**config.mk**
```make
export PLATFORM = sky130hd
export DESIGN_NAME = i2c_master_register_transaction
export DESIGN_NICKNAME = d
export VERILOG_FILES = /design/src/rtl/i2cm_pkg.sv /design/src/rtl/i2cm_wbuf.sv /design/src/rtl/i2cm_seq.sv /design/src/rtl/i2c_master_register_transaction.sv
export SDC_FILE = /design/constraint.sdc
export NUM_CORES = 1
export LEC_CHECK = 0
export ABC_AREA = 1
export BUFFER_PORTS_ARGS = -buffer_cell sky130_fd_sc_hd__buf_4
export CAP_MARGIN = 20
export CORE_MARGIN = 4
export CORE_UTILIZATION = 40
export CTS_CLUSTER_DIAMETER = 50
export CTS_CLUSTER_SIZE = 24
export DETAILED_ROUTE_END_ITERATION = 7
export PLACE_DENSITY_LB_ADDON = 0.1
export SETUP_SLACK_MARGIN = 0.1
export SYNTH_ARGS = -nofsm -noshare
export SYNTH_HDL_FRONTEND = slang
export SYNTH_HIERARCHICAL = 1
export SYNTH_SLANG_ARGS = --single-unit
```
**constraint.sdc**
```tcl
create_clock -name clock -period 8.9 [get_ports clock]
set_clock_uncertainty 0.15 [all_clocks]
set_input_delay 0.445 -clock clock [delete_from_list [all_inputs] [get_ports clock]]
set_output_delay 0.445 -clock clock [all_outputs]
set_load 0.005 [all_outputs]
```
**src/rtl/i2cm_pkg.sv**
```systemverilog
`default_nettype none

package i2cm_pkg;

   localparam int DefMaxLen = 64;
   localparam logic [15:0] DefTimeoutLimit = 16'd1000;

   // command codes
   localparam logic [2:0] CMD_TICK   = 3'd0;
   localparam logic [2:0] CMD_LOAD   = 3'd1;
   localparam logic [2:0] CMD_READ   = 3'd2;
   localparam logic [2:0] CMD_WRITE  = 3'd3;
   localparam logic [2:0] CMD_STATUS = 3'd4;

   // bus status codes
   localparam logic [2:0] ST_START_SENT   = 3'd0;
   localparam logic [2:0] ST_RESTART_SENT = 3'd1;
   localparam logic [2:0] ST_ADDRW_ACKED  = 3'd2;
   localparam logic [2:0] ST_DATA_ACKED   = 3'd3;
   localparam logic [2:0] ST_ADDRR_ACKED  = 3'd4;
   localparam logic [2:0] ST_RX_ACKED     = 3'd5;
   localparam logic [2:0] ST_RX_NACKED    = 3'd6;

   // bus actions
   localparam logic [2:0] ACT_NONE    = 3'd0;
   localparam logic [2:0] ACT_START   = 3'd1;
   localparam logic [2:0] ACT_STOP    = 3'd2;
   localparam logic [2:0] ACT_TX      = 3'd3;
   localparam logic [2:0] ACT_RX_ACK  = 3'd4;
   localparam logic [2:0] ACT_RX_NACK = 3'd5;

   // error codes
   localparam logic [1:0] ERR_OK      = 2'd0;
   localparam logic [1:0] ERR_TIMEOUT = 2'd1;
   localparam logic [1:0] ERR_BAD_LEN = 2'd2;

   typedef enum logic [3:0] {
      PH_IDLE    = 4'd0,
      PH_START   = 4'd1,
      PH_ADDRW   = 4'd2,
      PH_REG     = 4'd3,
      PH_RESTART = 4'd4,
      PH_ADDRR   = 4'd5,
      PH_RX      = 4'd6,
      PH_WDATA   = 4'd7
   } phase_type;

   typedef struct packed {
      logic [2:0] cmd;
      logic [6:0] dev_addr;
      logic [7:0] reg_addr;
      logic [6:0] length;
      logic [7:0] wr_byte;
      logic [2:0] bus_status;
      logic [7:0] rx_byte;
   } req_type;

   typedef struct packed {
      logic [2:0] bus_action;
      logic [7:0] tx_byte;
      logic       rd_valid;
      logic [7:0] rd_byte;
      logic [5:0] rd_index;
      logic       done_res;
      logic [1:0] error_code;
      logic       busy_res;
   } rsp_type;

endpackage

`default_nettype wire

```
**src/rtl/i2cm_wbuf.sv**
```systemverilog
`default_nettype none

module i2cm_wbuf #(
   parameter int MAX_LEN = i2cm_pkg::DefMaxLen
) (
   input  wire logic                   clock,
   input  wire logic                   wr_en,
   input  wire logic [((MAX_LEN > 1) ? $clog2(MAX_LEN) : 1)-1:0] wr_addr,
   input  wire logic [7:0]             wr_data,
   input  wire logic [((MAX_LEN > 1) ? $clog2(MAX_LEN) : 1)-1:0] rd_addr,
   output logic      [7:0]             rd_data
);
   import i2cm_pkg::*;

   logic [7:0] mem [MAX_LEN];
   logic [7:0] rd_data_ff;

   always_ff @(posedge clock) begin
      if (wr_en) begin
         mem[wr_addr] <= wr_data;
      end
      rd_data_ff <= mem[rd_addr];
   end

   assign rd_data = rd_data_ff;

endmodule

`default_nettype wire

```
**src/rtl/i2cm_seq.sv**
```systemverilog
`default_nettype none

module i2cm_seq #(
   parameter int MAX_LEN = i2cm_pkg::DefMaxLen
) (
   input  wire logic              clock,
   input  wire logic              reset,
   input  wire logic              item_valid,
   input  wire i2cm_pkg::req_type item,
   input  wire logic [15:0]       timeout_limit,
   output i2cm_pkg::rsp_type      result
);
   import i2cm_pkg::*;

   localparam int AW = (MAX_LEN > 1) ? $clog2(MAX_LEN) : 1;
   localparam int PW = $clog2(MAX_LEN + 1);

   phase_type     phase_ff, phase_in;
   logic          is_read_ff, is_read_in;
   logic [6:0]    target_addr_ff, target_addr_in;
   logic [7:0]    target_reg_ff, target_reg_in;
   logic [6:0]    xfer_len_ff, xfer_len_in;
   logic [6:0]    byte_count_ff, byte_count_in;
   logic [15:0]   wait_ticks_ff, wait_ticks_in;
   logic [PW-1:0] fill_ptr_ff, fill_ptr_in;

   logic          buf_we;
   logic [AW-1:0] buf_waddr;
   logic [AW-1:0] buf_raddr;
   logic [7:0]    buf_rdata;
   logic [AW+6:0] fill_wide;
   logic [AW+6:0] count_wide;
   logic [15:0]   ticks_inc;
   logic [6:0]    count_inc;
   logic [7:0]    count_inc2;
   logic          len_too_big;
   logic [2:0]    want_status;

   // buffer read address follows the next byte count, so the registered entry matches the current byte count
   assign fill_wide  = (AW + 7)'(fill_ptr_ff);
   assign count_wide = (AW + 7)'(byte_count_in);
   assign buf_waddr  = fill_wide[AW-1:0];
   assign buf_raddr  = count_wide[AW-1:0];

   i2cm_wbuf #(.MAX_LEN(MAX_LEN)) u_wbuf (
      .clock   (clock),
      .wr_en   (buf_we),
      .wr_addr (buf_waddr),
      .wr_data (item.wr_byte),
      .rd_addr (buf_raddr),
      .rd_data (buf_rdata)
   );

   assign ticks_inc   = wait_ticks_ff + 16'd1;
   assign count_inc   = byte_count_ff + 7'd1;
   assign count_inc2  = {1'b0, count_inc} + 8'd1;
   assign len_too_big = 32'(item.length) > 32'(MAX_LEN);
   assign want_status = ({1'b0, count_inc} < {1'b0, xfer_len_ff}) ? ST_RX_ACKED : ST_RX_NACKED;

   always_ff @(posedge clock) begin
      if (reset) begin
         phase_ff       <= PH_IDLE;
         is_read_ff     <= 1'b0;
         target_addr_ff <= '0;
         target_reg_ff  <= '0;
         xfer_len_ff    <= '0;
         byte_count_ff  <= '0;
         wait_ticks_ff  <= '0;
         fill_ptr_ff    <= '0;
      end else begin
         phase_ff       <= phase_in;
         is_read_ff     <= is_read_in;
         target_addr_ff <= target_addr_in;
         target_reg_ff  <= target_reg_in;
         xfer_len_ff    <= xfer_len_in;
         byte_count_ff  <= byte_count_in;
         wait_ticks_ff  <= wait_ticks_in;
         fill_ptr_ff    <= fill_ptr_in;
      end
   end

   always_comb begin
      phase_in       = phase_ff;
      is_read_in     = is_read_ff;
      target_addr_in = target_addr_ff;
      target_reg_in  = target_reg_ff;
      xfer_len_in    = xfer_len_ff;
      byte_count_in  = byte_count_ff;
      wait_ticks_in  = wait_ticks_ff;
      fill_ptr_in    = fill_ptr_ff;
      buf_we         = 1'b0;
      result         = '0;

      if (item_valid) begin
         unique case (item.cmd)
            CMD_TICK: begin
               if (phase_ff != PH_IDLE) begin
                  wait_ticks_in = ticks_inc;
                  if (ticks_inc >= timeout_limit) begin
                     result.bus_action = ACT_STOP;
                     result.done_res   = 1'b1;
                     result.error_code = ERR_TIMEOUT;
                     phase_in          = PH_IDLE;
                     wait_ticks_in     = '0;
                  end
               end
            end
            CMD_LOAD: begin
               if (phase_ff == PH_IDLE && 32'(fill_ptr_ff) < 32'(MAX_LEN)) begin
                  buf_we      = 1'b1;
                  fill_ptr_in = fill_ptr_ff + PW'(1);
               end
            end
            CMD_READ, CMD_WRITE: begin
               if (phase_ff == PH_IDLE) begin
                  if (item.cmd == CMD_WRITE) begin
                     fill_ptr_in = '0;
                  end
                  if (len_too_big || (item.cmd == CMD_READ && item.length == 7'd0)) begin
                     result.done_res   = 1'b1;
                     result.error_code = ERR_BAD_LEN;
                     wait_ticks_in     = '0;
                  end else begin
                     is_read_in        = (item.cmd == CMD_READ);
                     target_addr_in    = item.dev_addr;
                     target_reg_in     = item.reg_addr;
                     xfer_len_in       = item.length;
                     byte_count_in     = '0;
                     result.bus_action = ACT_START;
                     phase_in          = PH_START;
                     wait_ticks_in     = '0;
                  end
               end
            end
            CMD_STATUS: begin
               unique case (phase_ff)
                  PH_START: begin
                     if (item.bus_status == ST_START_SENT) begin
                        result.bus_action = ACT_TX;
                        result.tx_byte    = {target_addr_ff, 1'b0};
                        phase_in          = PH_ADDRW;
                        wait_ticks_in     = '0;
                     end
                  end
                  PH_ADDRW: begin
                     if (item.bus_status == ST_ADDRW_ACKED) begin
                        result.bus_action = ACT_TX;
                        result.tx_byte    = target_reg_ff;
                        phase_in          = PH_REG;
                        wait_ticks_in     = '0;
                     end
                  end
                  PH_REG: begin
                     if (item.bus_status == ST_DATA_ACKED) begin
                        wait_ticks_in = '0;
                        if (is_read_ff) begin
                           result.bus_action = ACT_START;
                           phase_in          = PH_RESTART;
                        end else if (xfer_len_ff == 7'd0) begin
                           result.bus_action = ACT_STOP;
                           result.done_res   = 1'b1;
                           phase_in          = PH_IDLE;
                        end else begin
                           result.bus_action = ACT_TX;
                           result.tx_byte    = buf_rdata;
                           phase_in          = PH_WDATA;
                           byte_count_in     = 7'd1;
                        end
                     end
                  end
                  PH_RESTART: begin
                     if (item.bus_status == ST_RESTART_SENT) begin
                        result.bus_action = ACT_TX;
                        result.tx_byte    = {target_addr_ff, 1'b1};
                        phase_in          = PH_ADDRR;
                        wait_ticks_in     = '0;
                     end
                  end
                  PH_ADDRR: begin
                     if (item.bus_status == ST_ADDRR_ACKED) begin
                        result.bus_action = ({1'b0, count_inc} < {1'b0, xfer_len_ff}) ?
                                            ACT_RX_ACK : ACT_RX_NACK;
                        phase_in          = PH_RX;
                        wait_ticks_in     = '0;
                     end
                  end
                  PH_RX: begin
                     if (item.bus_status == want_status) begin
                        result.rd_valid = 1'b1;
                        result.rd_byte  = item.rx_byte;
                        result.rd_index = byte_count_ff[5:0];
                        byte_count_in   = count_inc;
                        wait_ticks_in   = '0;
                        if (count_inc < xfer_len_ff) begin
                           // ack all but the last byte
                           result.bus_action = (count_inc2 < {1'b0, xfer_len_ff}) ?
                                               ACT_RX_ACK : ACT_RX_NACK;
                        end else begin
                           result.bus_action = ACT_STOP;
                           result.done_res   = 1'b1;
                           phase_in          = PH_IDLE;
                        end
                     end
                  end
                  PH_WDATA: begin
                     if (item.bus_status == ST_DATA_ACKED) begin
                        wait_ticks_in = '0;
                        if (byte_count_ff < xfer_len_ff) begin
                           result.bus_action = ACT_TX;
                           result.tx_byte    = buf_rdata;
                           byte_count_in     = count_inc;
                        end else begin
                           result.bus_action = ACT_STOP;
                           result.done_res   = 1'b1;
                           phase_in          = PH_IDLE;
                        end
                     end
                  end
                  default: begin
                  end
               endcase
            end
            default: begin
            end
         endcase
      end

      result.busy_res = (phase_in != PH_IDLE);
   end

endmodule

`default_nettype wire

```
**src/rtl/i2c_master_register_transaction.sv**
```systemverilog
// channel   direction  ports                          accepted when
// req       in         req_valid/req_ready, req_*     req_valid && req_ready
// rsp       out        rsp_valid/rsp_ready, rsp_*     rsp_valid && rsp_ready
// csr       in         csr_valid/csr_ready, csr_*     csr_valid && csr_ready
//
// one transaction per cycle sustained while rsp_ready is high; each request gives exactly one response
// a request passes through the request register, then sequencer logic into the response register
// the write buffer read is registered and its address tracks the next byte count, ahead of use
// synchronous active-high reset clears control state; the write buffer is not cleared
// a stalled response holds the sequencer while the request register keeps accepting once
`default_nettype none

module i2c_master_register_transaction #(
   parameter int MAX_LEN = i2cm_pkg::DefMaxLen
) (
   input  wire logic        clock,
   input  wire logic        reset,

   input  wire logic        req_valid,
   output logic             req_ready,
   input  wire logic [2:0]  req_cmd,
   input  wire logic [6:0]  req_dev_addr,
   input  wire logic [7:0]  req_reg_addr,
   input  wire logic [6:0]  req_length,
   input  wire logic [7:0]  req_wr_byte,
   input  wire logic [2:0]  req_bus_status,
   input  wire logic [7:0]  req_rx_byte,

   output logic             rsp_valid,
   input  wire logic        rsp_ready,
   output logic [2:0]       rsp_bus_action,
   output logic [7:0]       rsp_tx_byte,
   output logic             rsp_rd_valid,
   output logic [7:0]       rsp_rd_byte,
   output logic [5:0]       rsp_rd_index,
   output logic             rsp_done_res,
   output logic [1:0]       rsp_error_code,
   output logic             rsp_busy_res,

   input  wire logic        csr_valid,
   output logic             csr_ready,
   input  wire logic [15:0] csr_timeout_limit
);
   import i2cm_pkg::*;

   logic        in_valid_ff, in_valid_in;
   req_type     in_ff;
   logic        rsp_valid_ff, rsp_valid_in;
   rsp_type     rsp_ff;
   rsp_type     seq_result;
   logic [15:0] timeout_limit_ff;
   logic        advance;

   assign advance     = in_valid_ff && (!rsp_valid_ff || rsp_ready);
   assign req_ready   = !in_valid_ff || advance;
   assign csr_ready   = 1'b1;
   assign in_valid_in = (req_valid && req_ready) || (in_valid_ff && !advance);
   assign rsp_valid_in = advance || (rsp_valid_ff && !rsp_ready);

   always_ff @(posedge clock) begin
      if (reset) begin
         in_valid_ff      <= 1'b0;
         rsp_valid_ff     <= 1'b0;
         timeout_limit_ff <= DefTimeoutLimit;
      end else begin
         in_valid_ff  <= in_valid_in;
         rsp_valid_ff <= rsp_valid_in;
         if (csr_valid && csr_ready) begin
            timeout_limit_ff <= csr_timeout_limit;
         end
      end
   end

   always_ff @(posedge clock) begin
      if (req_valid && req_ready) begin
         in_ff.cmd        <= req_cmd;
         in_ff.dev_addr   <= req_dev_addr;
         in_ff.reg_addr   <= req_reg_addr;
         in_ff.length     <= req_length;
         in_ff.wr_byte    <= req_wr_byte;
         in_ff.bus_status <= req_bus_status;
         in_ff.rx_byte    <= req_rx_byte;
      end
      if (advance) begin
         rsp_ff <= seq_result;
      end
   end

   i2cm_seq #(.MAX_LEN(MAX_LEN)) u_seq (
      .clock         (clock),
      .reset         (reset),
      .item_valid    (advance),
      .item          (in_ff),
      .timeout_limit (timeout_limit_ff),
      .result        (seq_result)
   );

   assign rsp_valid      = rsp_valid_ff;
   assign rsp_bus_action = rsp_ff.bus_action;
   assign rsp_tx_byte    = rsp_ff.tx_byte;
   assign rsp_rd_valid   = rsp_ff.rd_valid;
   assign rsp_rd_byte    = rsp_ff.rd_byte;
   assign rsp_rd_index   = rsp_ff.rd_index;
   assign rsp_done_res   = rsp_ff.done_res;
   assign rsp_error_code = rsp_ff.error_code;
   assign rsp_busy_res   = rsp_ff.busy_res;

`ifndef NO_ASSERTIONS
   a_fill_output: assert property (@(posedge clock) disable iff (reset)
      (in_valid_ff && !rsp_valid_ff) |=> rsp_valid_ff)
      else $error("pending transaction not moved into response register");

   a_done_not_busy: assert property (@(posedge clock) disable iff (reset)
      (rsp_valid_ff && rsp_done_res) |-> !rsp_busy_res)
      else $error("busy still set on finished transaction");

   a_error_with_done: assert property (@(posedge clock) disable iff (reset)
      (rsp_valid_ff && rsp_error_code != ERR_OK) |-> rsp_done_res)
      else $error("error code without done");

   a_rd_action: assert property (@(posedge clock) disable iff (reset)
      (rsp_valid_ff && rsp_rd_valid) |->
      (rsp_bus_action == ACT_RX_ACK || rsp_bus_action == ACT_RX_NACK ||
       rsp_bus_action == ACT_STOP))
      else $error("received byte without follow-up action");
`endif

endmodule

`default_nettype wire
```
=== Yosys cells after proc, flatten, opt, wreduce, memory -nomap -nowiden ===
Memory sizes are Yosys's and may differ from the RTL's. A register that Yosys moved wholly into a read port is not among the register bits.
Index checks and enable logic that the tools add are counted.

* Add/subtract/negate cells: 4
* Multiply operators: 0
* Divide/modulo/power cells: 0
* $lt $le $gt $ge: 7
* Equal/unequal tests: 34
* Shift operators: 0
* Mux-type cells: 87
* Bitwise gates (word level): 1
* Reduce and logical (&&, ||, !) cells: 33

{| class="wikitable"
|+ Operators with widths
! cell !! number
|-
| 16-bit two-way mux || 10
|-
| 16-bit case mux with 6 select lines || 1
|-
| 7-bit two-way mux || 11
|-
| 4-bit two-way mux || 15
|-
| 16-bit case mux with 3 select lines || 1
|-
| 10-bit two-way mux || 4
|-
| 8-bit case mux with 5 select lines || 1
|-
| 3-bit two-way mux || 11
|-
| 4-bit case mux with 7 select lines || 1
|-
| 7-bit case mux with 2 select lines || 2
|-
| 3-bit by 2-bit inequality test with 1-bit output, second input constant || 9
|-
| 8-bit two-way mux || 3
|-
| 11-bit AND reduction || 2
|-
| 7-bit < comparator || 3
|-
| 3-bit case mux with 7 select lines || 1
|-
| 7-bit case mux with 3 select lines || 1
|-
| 16-bit by 1-bit adder with 16-bit output, second input constant || 1
|-
| 4-bit by 3-bit == test with 1-bit output, second input constant || 4
|-
| 16-bit >= comparator || 1
|-
| 1-bit two-way mux || 16
|-
| 7-bit by 1-bit adder with 7-bit output, second input constant || 2
|-
| 7-bit logical NOT || 2
|-
| 3-bit by 2-bit == test with 1-bit output, second input constant || 4
|-
| 4-bit case mux with 3 select lines || 1
|-
| other kinds (34) || 59
|}

* Register bits: 149
* Bits in latches: 0
* Bits in writable memories: 512
* Bits in read-only memories: 0
* Memories kept: 1

{| class="wikitable"
|+ Memory list
! name !! depth !! bits a word !! rd ports !! clocked after Yosys merged registers in !! write ports !! line !! RTL
|-
| u_seq.u_wbuf.mem || 64 || 8 || 1 || 1 || 1 || i2cm_wbuf.sv:15 || <nowiki>logic [7:0] mem [MAX_LEN];</nowiki>
|}

=== Depth between registers and ports, before layout ===
* Depth in word-level cells: 9
* Mapped depth: 35

=== By module ===
The synthesis kept the hierarchy.

{| class="wikitable"
|+ By module, submodules not included
! module !! instances !! cells each !! area an instance (µm²)
|-
| i2cm_wbuf || 1 || 1822 || 21291.7
|-
| i2cm_seq || 1 || 765 || 4778.3
|-
| i2c_master_register_transaction || 1 || 157 || 2870.3
|}

=== Least setup slack after synthesis ===
OpenSTA, ideal clock, no wires.

* Path kind: input to register
* From: in rsp_ready
* To: mem u_seq.u_wbuf.mem[48][0], enable pin
* Library setup time: 0.383 ns
* Data arrival time: 3.734 ns
* Data required time: 8.367 ns
* Setup slack: 4.633 ns
* Stages: 8
* Path through: inv_1 -> a21oi_1 -> buf_2 -> nand3_1 -> nor2_1 -> clkbuf_1 -> inv_1 -> nor3_1

* Cells in the longest elaborated chain, start to end: 5

{| class="wikitable"
|+ Ends and longest elaborated chain
! what !! line !! RTL
|-
| start, declared || i2c_master_register_transaction.sv:30 || <nowiki>input wire logic rsp_ready,</nowiki>
|-
| 1-bit logical OR || i2c_master_register_transaction.sv:54 || <nowiki>assign advance = in_valid_ff && (!rsp_valid_ff || rsp_ready);</nowiki>
|-
| 1-bit logical AND || i2c_master_register_transaction.sv:54 ||
|-
| via advance || i2c_master_register_transaction.sv:52 || <nowiki>logic advance;</nowiki>
|-
| 1-bit two-way mux || i2cm_seq.sv:94 || <nowiki>if (item_valid) begin</nowiki>
|-
| via u_seq.buf_we || i2cm_seq.sv:27 || <nowiki>logic buf_we;</nowiki>
|-
| 1-bit two-way mux || i2cm_wbuf.sv:19 || <nowiki>if (wr_en) begin</nowiki>
|-
| 1-bit two-way mux (implied by the code) || i2cm_wbuf.sv:20 || <nowiki>mem[wr_addr] <= wr_data;</nowiki>
|-
| end, declared || i2cm_wbuf.sv:15 ||
|}

The timed path passes the listed nets, and every way through them passes these cells.

=== Worst setup path after layout ===
* From: reg u_seq.byte_count_ff[0]
* To: reg u_seq.u_wbuf.rd_data_ff[6] (netlist: u_seq/u_wbuf/rd_data[6]) (read register of u_seq.u_wbuf.mem)

* Cells in the longest elaborated chain, start to end: 8
* Elaborated cells on any way between the ends: 16
* Classes of those cells: add/sub: 1; order compare: 2; eq/ne: 1; mux: 12

{| class="wikitable"
|+ Ends and longest elaborated chain
! what !! line !! RTL
|-
| start, declared || i2cm_seq.sv:23 || <nowiki>logic [6:0] byte_count_ff, byte_count_in;</nowiki>
|-
| start signal, assigned || i2cm_seq.sv:76 || <nowiki>byte_count_ff <= byte_count_in;</nowiki>
|-
| 7-bit by 1-bit adder with 7-bit output || i2cm_seq.sv:55 || <nowiki>assign count_inc = byte_count_ff + 7'd1;</nowiki>
|-
| 7-bit < comparator || i2cm_seq.sv:58 || <nowiki>assign want_status = ({1'b0, count_inc} < {1'b0, xfer_len_ff}) ? ST_RX_ACKED : ST_RX_NACKED;</nowiki>
|-
| 2-bit two-way mux || i2cm_seq.sv:58 ||
|-
| 3-bit == test || i2cm_seq.sv:188 || <nowiki>if (item.bus_status == want_status) begin</nowiki>
|-
| 7-bit two-way mux || i2cm_seq.sv:188 ||
|-
| 7-bit case mux with 3 select lines || i2cm_seq.sv:136 || <nowiki>unique case (phase_ff)</nowiki>
|-
| 7-bit case mux with 2 select lines || i2cm_seq.sv:95 || <nowiki>unique case (item.cmd)</nowiki>
|-
| 6-bit two-way mux * || i2cm_seq.sv:94 ||
|-
| via u_seq.byte_count_in[0] || i2cm_seq.sv:23 ||
|-
| end, declared || i2cm_wbuf.sv:16 || <nowiki>logic [7:0] rd_data_ff;</nowiki>
|}

Mark *: on every way through the listed nets, which the timed path passes. The rest lies on a longest branch. The select of a mux whose other input is x is not followed.
A chain may end at the register's enable or synchronous reset.

==> results by group <==
Status
  • Status: finished, final reports clean

Setup path
  • CP Class: reg2reg
  • Slowest cell on crit path: inv_6
  • Most frequent CP cell: nand2_1
  • Worst R2R End: u_seq/u_wbuf/rd_data[6]$_DFF_P_
  • CP startpoint kind: flip-flop
  • R2R cell count: 31
  • Crit Path Max Fanout: 130
  • Reg2reg setup slack: 2700 ps
  • CP peak stage delay: 880 ps
  • CP Capture Type: flip-flop
  • Worst EP required: 9320 ps
  • Worst r2r src: u_seq/byte_count_ff[0]$_SDFF_PP0_
  • Critical path arrival: 6620 ps

CTS
  • Clk Latency, worst-skew pair: 630 ps
  • CTS tree: done
  • Clock tree buffer depth: 3
  • Number of H-tree levels: 3
  • Clock transition at path regs: 60 ps
  • Post-CTS Resized: 0
  • Root buf cell: clkbuf_16
  • Clock buffer count from CTS: 79
  • # clock sinks: 669

Synthesis
  • Synth Warn #: 6
  • Post-synth ARST share: 0
  • Synthesized cell area: 28900 µm²
  • Primary FF master, synth: edfxtp_1
  • Number of synthesized flops with an enable pin: 586
  • Syn_area_per_cell: 10.5 µm²
  • Seq/Total Area, Yosys: 0.665
  • Cell count after synthesis: 2744
  • Synth Net Count: 2849
  • Number of synthesized register bits: 669
  • Yosys cell types: 47

Flow run
  • Max_cap viols: 0

Pwr
  • Sequential Power Share: 0.493
  • Internal: 5.45 mW
  • Pwr Density: 208 nW/µm²
  • Leakage: 12.7 nW
  • Combinational share of power: 0.030
  • Part of the power in the clock network: 0.478
  • Sw Pwr: 1.57 mW
  • Total power: 7.02 mW
  • Max VDD drop: 148 µV
  • Sw Ratio: 0.224

Hold path
  • HP Start: csr_valid
  • Hold worst-path end: timeout_limit_ff[6]$_SDFFE_PP1P_
  • Worst Hold Class: in2reg
  • Worst hold path depth: 3

Detailed routing
  • Vias: 20400
  • Final wirelength: 80300 µm
  • 1st-pass router iterations: 6
  • Avg Vias per Cell: 5.23
  • ANT nets after route: 0
  • Starting DRT DRC Count: 1575
  • Routed WL per cell: 20.6 µm
  • # DRC: 0

Floorplan
  • Starting Density: 0.404
  • I/O pins: 98
  • DIE AREA: 76700 µm²
  • Core area: 71600 µm²
  • Row Count: 98
  • Die W: 277 µm
  • Die height: 277 µm

Global route
  • Largest net degree at the start of global routing: 171
  • First-pass GRT wire length: 122000 µm
  • Total gr overflow: 0
  • Antenna violations before repair: 5
  • GRT Overall Usage: 0.204
  • Number of global-route vias before repair: 20200

Finish
  • Inserted Diodes: 0
  • Area of the multi-input gates: 8260 µm²
  • Share of cells above drive strength 1: 0.106
  • Register area: 19300 µm²
  • Most frequent cells in the layout: nand2_1 (837), edfxtp_1 (586), nand3_1 (485)
  • FILL cells: 6683
  • Commonest non-fill, non-tap cell in the layout: nand2_1
  • Final core occ: 0.471
  • Final net count: 2991
  • Final instance count without filler cells: 3902
  • Area Overhead vs Synth: 16.5%

Placed design
  • Port bufs: 96
  • Placer Congestion: 0.853
  • Hpwl dp: 48100 µm
  • Placed cells: 3688
  • Place WS: 2760 ps

Timing
  • Sum of negative setup slack: 0 ps
  • Fmax: 0.161 GHz
  • Min Tclk post-route: 6200 ps
  • Final Hold Viols: 0
  • Setup violators final: 0
  • Setup slack after layout: 2700 ps
  • Max-slew violation count: 0
  • RSZ-0062 raised after global routing: false
  • Slew headroom: 0.270
  • Period Utilization, post-route: 0.696
  • Slew @ Worst Pin: 1100 ps
## how the worst max path moves through the flow
stage | start | to | slack, ps | cells past startpoint
after detailed placement | u_seq/byte_count_ff[0]$_SDFF_PP0_ | u_seq/u_wbuf/rd_data[5]$_DFF_P_ | 2760 | 31
final | u_seq/byte_count_ff[0]$_SDFF_PP0_ | u_seq/u_wbuf/rd_data[6]$_DFF_P_ | 2700 | 31
after CTS | u_seq/byte_count_ff[0]$_SDFF_PP0_ | u_seq/u_wbuf/rd_data[5]$_DFF_P_ | 2740 | 31
after global routing | u_seq/byte_count_ff[0]$_SDFF_PP0_ | u_seq/u_wbuf/rd_data[6]$_DFF_P_ | 2170 | 31
after global placement | u_seq/byte_count_ff[0]$_SDFF_PP0_ | u_seq/u_wbuf/rd_data[4]$_DFF_P_ | 2730 | 31
after floorplan | rsp_ready | u_seq/u_wbuf/mem[48][0]$_DFFE_PP_ | 4630 | 8
## cells by family after synthesis
| kind of cell | after synthesis | share of synthesized area |
|---|---|---|
| AOI/OAI and AO/OA | 159 | 0.0291 |
| xor gates and xnor gates | 23 | 0.00696 |
| adders and majority gates | 40 | 0.0173 |
| buffers and inverters | 290 | 0.0502 |
| DFF | 669 | 0.665 |
| other | 1 | 0.000130 |
| and+or+nand+nor | 1562 | 0.231 |
## final cells by class
type,instances,area share
multi-input combinational,1785,0.245
clock buffer,86,0.0607
inverter,160,0.0182
sequential,669,0.571
clock inverter,61,0.0209
timing repair buffer,191,0.0488
tap,950,0.0353
## synth_stat cells (4+ instances only)
cell / number / share of area
nor2_1: 171 / 0.022
buf_4: 12 / 0.0031
or2_2: 5 / 0.0011
o21ai_1: 9 / 0.0016
xor2_1: 20 / 0.0061
a21oi_1: 81 / 0.014
buf_6: 29 / 0.011
a22oi_1: 6 / 0.0016
ha_1: 40 / 0.017
dfxtp_1: 83 / 0.057
buf_2: 58 / 0.010
inv_2: 11 / 0.0014
nor3_2: 5 / 0.0017
nand4_1: 10 / 0.0022
inv_1: 146 / 0.019
nand2_1: 840 / 0.11
o21ai_0: 51 / 0.0088
clkbuf_1: 16 / 0.0021
nor3_1: 23 / 0.0040
nor2_2: 4 / 0.00086
edfxtp_1: 586 / 0.61
buf_1: 13 / 0.0017
nand3_1: 485 / 0.084
## critical path: cells and delay by family, from the launching register on
family                     cells  cell delay (ps)
xor gates and xnor gates       1              320
AOI/OAI and AO/OA              1              180
DFF                            1              500
and+or+nand+nor               22             2520
buffers and inverters          4             1470
adders and majority gates      3              830
## power by group through the flow
| stage | Combinational, mW | Clock [mW] | Sequential [mW] |
|---|---|---|---|
| finish | 0.209 | 3.35 | 3.46 |
| global route | 0.233 | 3.58 | 3.46 |
| CTS | 0.211 | 3.43 | 3.46 |
| detailed placement | 0.188 | 0 | 3.53 |
| global placement | 0.184 | 0 | 3.53 |
| floorplan | 0.0800 | 0 | 3.54 |
## state kept, by name (all words and copies together) (netlist names), 8 cells and up
name,flops
u_seq/target_reg_ff,8
timeout_limit_ff,16
in_ff,44
u_seq/wait_ticks_ff,16
u_seq/u_wbuf/mem,512
rsp_rd_byte,8
u_seq/u_wbuf/rd_data,8
rsp_tx_byte,8
## stage by stage
step / area [µm²] / hold slack, ps
after floorplan: 28900 / 273
after detailed placement: 30300 / 289
final: 33700 / 51.2
after global placement: 30300 / 285
after global routing: 33700 / 49.2
after CTS: 33700 / 9.93
## layer usage
metal,GRT usage,part of all wire,up-vias
met3,0.0346,0.049,166
met2,0.349,0.49,562
li1,-,-,9711
met4,0.0747,0.036,8
met1,0.263,0.42,9978
met5,0,0.00062,-
## repair_timing
action / in CTS / in global routing
hold endpoints to repair: 64 / 0
hold buffers: 63 / 0
setup endpoints to repair: 0 / 0
setup buffers: 0 / 0
Power figures use the tool's default switching activity.
